## config.mk

```make
export PLATFORM = sky130hd
export DESIGN_NAME = tcc_ram
export DESIGN_NICKNAME = d
export VERILOG_FILES = /design/src/rtl/tcc_ram.sv
export SDC_FILE = /design/constraint.sdc
export NUM_CORES = 1
export LEC_CHECK = 0
export ABC_AREA = 1
export BUFFER_PORTS_ARGS = -buffer_cell sky130_fd_sc_hd__clkbuf_2
export CAP_MARGIN = 20
export CORE_MARGIN = 1
export CORE_UTILIZATION = 35
export DETAILED_ROUTE_END_ITERATION = 12
export PLACE_DENSITY_LB_ADDON = 0.15
export SLEW_MARGIN = 20
export SYNTH_ARGS = -nofsm -noshare
export SYNTH_HDL_FRONTEND = slang
export SYNTH_SLANG_ARGS = --single-unit
```

## constraint.sdc

```tcl
create_clock -name i_clk -period 4.2 [get_ports i_clk]
set_clock_uncertainty 0.2 [all_clocks]
set_input_delay 0.42 -clock i_clk [delete_from_list [all_inputs] [get_ports i_clk]]
set_output_delay 0.42 -clock i_clk [all_outputs]
set_load 0.02 [all_outputs]
```

## src/rtl/tcc_ram.sv

```systemverilog
// Generic single write port, single read port RAM with registered read data.
// No dependencies.
`default_nettype none
module tcc_ram #(
    parameter int WIDTH = 16,
    parameter int DEPTH = 64,
    parameter int AW = (DEPTH > 1) ? $clog2(DEPTH) : 1
) (
    input  wire logic             i_clk,
    input  wire logic             i_we,
    input  wire logic [AW-1:0]    i_waddr,
    input  wire logic [WIDTH-1:0] i_wdata,
    input  wire logic [AW-1:0]    i_raddr,
    output logic [WIDTH-1:0]      o_rdata
);
    logic [WIDTH-1:0] r_mem [DEPTH];

    always_ff @(posedge i_clk) begin
        if (i_we) begin
            r_mem[i_waddr] <= i_wdata;
        end
        o_rdata <= r_mem[i_raddr];
    end
endmodule
`default_nettype wire

```

# Word-level counts from Yosys, hierarchy flattened
# Memories as Yosys holds them, arrays and structs flattened. A register that Yosys moved wholly into a read port is not among the register bits.
# Cells that the tools add are included.
[word_totals] ram_bits=1024 ff_bits=0 out_inout_bits=16 wordCells=3 mem_count=1
[op_classes] muxes=2
[mem_list] name="r_mem" depth=64 word_bits=16 rd=1 rd_clocked_by_memory_dff=1 write_ports=1 line_no="16" text="logic [WIDTH-1:0] r_mem [DEPTH];"
[ops] cell="$mux 1" count=2

# Longest topological paths before layout
[logic_depth] depth_word=2 mapped_depth=12 depth_no_buf=9

# Worst setup path after synthesis
# OpenSTA, ideal clock, no wires.
[synth_path] kind="input to register" startpoint="in i_we" endpoint="mem r_mem[48][0] (enable)" arrival_time_ps=2544 path_stages=3 slack_ps=1026 required_ps=3569 n_path_buf=1 cell_sequence="clkbuf_1 nand4_1 nor4_1"
[synth_between] elab_chain_len=2
[synth_lines] item="start: declaration" line_no="10" text="input wire logic i_we,"
[synth_lines] item="$mux 1" line_no="19" text="if (i_we) begin"
[synth_lines] item="$mux 1 (not written as such)" line_no="20" text="r_mem[i_waddr] <= i_wdata;"
[synth_lines] item="end: declaration" line_no="16"
# Every way passes these cells.

==> flow_summary.json <==
{
  "postLayoutCoreUtil": 0.402,
  "timing.hold.ws_ns": 0.0872,
  "synth_area_per_cell_um2": 12.0,
  "setup_viol": 0,
  "cp.required_ns": 4.57,
  "first_global_vias": 25500,
  "ant_nets": 0,
  "setup.worst_path.start_class": "input port",
  "tightest_slew_ns": 1.01,
  "ys_top_cells_by_area": "edfxtp_1, nand2_1, nand3_1, buf_2, buf_6",
  "synth_edf_count": 1024,
  "hold_depth": 1,
  "maxCapViolCount": 0,
  "critical_path_class": "in -> reg",
  "synthXorXnorAreaFrac": 0,
  "num_rows": 126,
  "synth-main-ff-cell": "edfxtp_1",
  "synth_compound_area_frac": 0,
  "period_minus_slack_ns": 2.47,
  "grt.overflow.total": 0,
  "critPathTopFamily": "buffers and inverters",
  "synth_area_um2": 42100,
  "drc": 0,
  "reg2regPathDepth": 8,
  "nets": 3612,
  "final-hold-violation-count": 0,
  "cp.depth": 12,
  "dieWidth_um": 349,
  "wirelength_um": 127000,
  "grt_pass1_wl_um": 184000,
  "place.gp.congestion": 0.831,
  "finalNonFillerCells": 5282,
  "area_delta_synth_final_pct": 13.3,
  "h-tree-depth": 3,
  "grt_max_degree": 134,
  "ys_ff_latch": 1040,
  "synth.most_common_cell": "nand2_1",
  "num_vias": 27000,
  "antenna_found_initial": 13,
  "synth_nets": 3547,
  "synth.distinct_cells": 16,
  "leakage_nw": 17.0,
  "nFillCells": 11300,
  "ir_worst_vdd_v": 0.000331,
  "setup_tns_ns": 0,
  "die_area_um2": 122000,
  "crit_chain": "buf_8 -> clkinv_16 -> buf_12 -> buf_4 -> nand2_1 -> nand3_1 -> nand3_1 -> nand2_1 -> nand2_1 -> nand3_1 -> nand3_1 -> nand2_1",
  "cp_num_buf_inv": 4,
  "ys_seq_area_frac": 0.738,
  "syn_inst": 3517,
  "cts_resized": 0,
  "drive_gt1_frac": 0.0941,
  "yosysWarnings": 0,
  "clock.fmax_ghz": 0.404,
  "clockBufferDepth": 3,
  "fin_crit_sh": 0.589,
  "slowest_stage": "buf_12",
  "report.final.slew_viol_count": 0,
  "cts_hold_buf": 0,
  "cts_buffers": 113,
  "vias_per_cell": 5.11,
  "arrival_ns": 2.85,
  "relSlewSlack": 0.327,
  "finalInstanceArea_um2": 47700,
  "synth_commonest_cells": "nand2_1, edfxtp_1, nand3_1",
  "core_area_um2": 119000,
  "cts_tree": "built",
  "status": "complete, no violations",
  "synth_top_family_by_area": "simple AND/OR/NAND/NOR gates",
  "insertion_delay_ns": 0.70,
  "drtIter0Drc": 2853,
  "die_h_um": 349,
  "cts_setup_buffers": 0,
  "pin_count": 46,
  "yosys.area_share.simple": 0.227,
  "synth_adder_area_share": 0,
  "dp_hpwl_um": 71100,
  "synth_top_cell_by_area": "edfxtp_1",
  "slowest_delay_ns": 0.35,
  "dr.pass1.iters": 5,
  "worstSetupEndpointType": "flop",
  "clk_pin_slew_worst_paths_ns": 0.06,
  "grt_usage": 0.208,
  "start_util": 0.355,
  "io_buffers": 45,
  "cts.sinks": 1040,
  "power_density_nw_per_um2": 469,
  "synth_mux_area_frac": 0,
  "synth.top_cell.area_share": 0.730,
  "clock-root-buffer": "clkbuf_16",
  "hp-class": "in -> reg",
  "dpl_cell_area_um2": 44200,
  "crit_fanout": 133,
  "avgRoutedWirePerCell_um": 24.1,
  "placed_cells": 5067,
  "ys_async_sr_fraction": 0,
  "rsz0062_at_grt": "false"
}
## per-layer routing
metal | part of all wire | global-route usage | vias up
met3 | 0.072 | 0.0416 | 170
met5 | 0.00036 | 0 | -
met1 | 0.47 | 0.306 | 13500
met4 | 0.020 | 0.0489 | 8
met2 | 0.44 | 0.314 | 810
li1 | - | - | 12500
## power by group
group          total, W  internal [W]  leakage, nW  switching, W
Sequential       0.0116        0.0115         9.35     0.0000727
Combinational   0.00142      0.000334         5.97       0.00109
Clock           0.00937       0.00533         1.66       0.00403
## placed cells by master, fill, tap and decap left out, types with 2 or more instances in the layout
cell type	count
inv_6	4
bufinv_16	5
nor4_2	8
clkbuf_8	2
buf_12	17
clkbuf_1	46
nor2_2	21
nand3_1	871
nand2_1	1296
clkbuf_16	114
diode_2	6
nand4_1	9
buf_8	2
clkbuf_2	37
buf_4	113
dfxtp_1	16
nor2_1	35
edfxtp_1	1024
buf_2	4
clkinv_1	25
clkinv_2	10
inv_1	8
## flip-flops by register name, indices dropped and copies added, names as in the netlist
name and flops:
o_rdata 16, r_mem 1024
## worst reg2reg max path, cell delays in order (launching register included)
cell and delay, ns:
edfxtp_1 0.35, nand2_1 0.07, nand3_1 0.10, nand3_1 0.15, nand2_1 0.09, nand2_1 0.08, nand3_1 0.34, nand3_1 0.33
nand2_1 0.09
## final timing paths
check / startpoint / to / slack [ns]
worst min-delay path: i_wdata[2] / r_mem[9][2]$_DFFE_PP_ / 0.09
worst min register to register: r_mem[28][6]$_DFFE_PP_ / o_rdata[6]$_DFF_P_ / 0.60
worst max-delay path: i_raddr[0] / o_rdata[7]$_DFF_P_ / 1.73
worst max register to register: r_mem[11][7]$_DFFE_PP_ / o_rdata[7]$_DFF_P_ / 2.27
## through the flow
stage	total power (W)	worst slack, ns
finish	0.0224	1.73
global placement	0.0132	0.961
CTS	0.0226	1.71
detailed placement	0.0132	0.982
floorplan	0.0125	1.03
global route	0.0230	1.68
## layout make-up
cell class,count,area [um2],share of cell area
Antenna cell,6,15.0,0.000315
Clock buffer,162,3050,0.0640
Clock inverter,47,377,0.00790
Inverter,12,82.6,0.00173
Multi-Input combinational cell,2240,9640,0.202
Sequential cell,1040,31100,0.652
Tap cell,1600,2000,0.0420
Timing Repair Buffer,175,1440,0.0303
## cell families after synthesis
| family | Yosys count |
|---|---|
| buffers and inverters | 237 |
| and+or+nand+nor | 2240 |
| DFF | 1040 |
(Power assumes the default switching activity.)
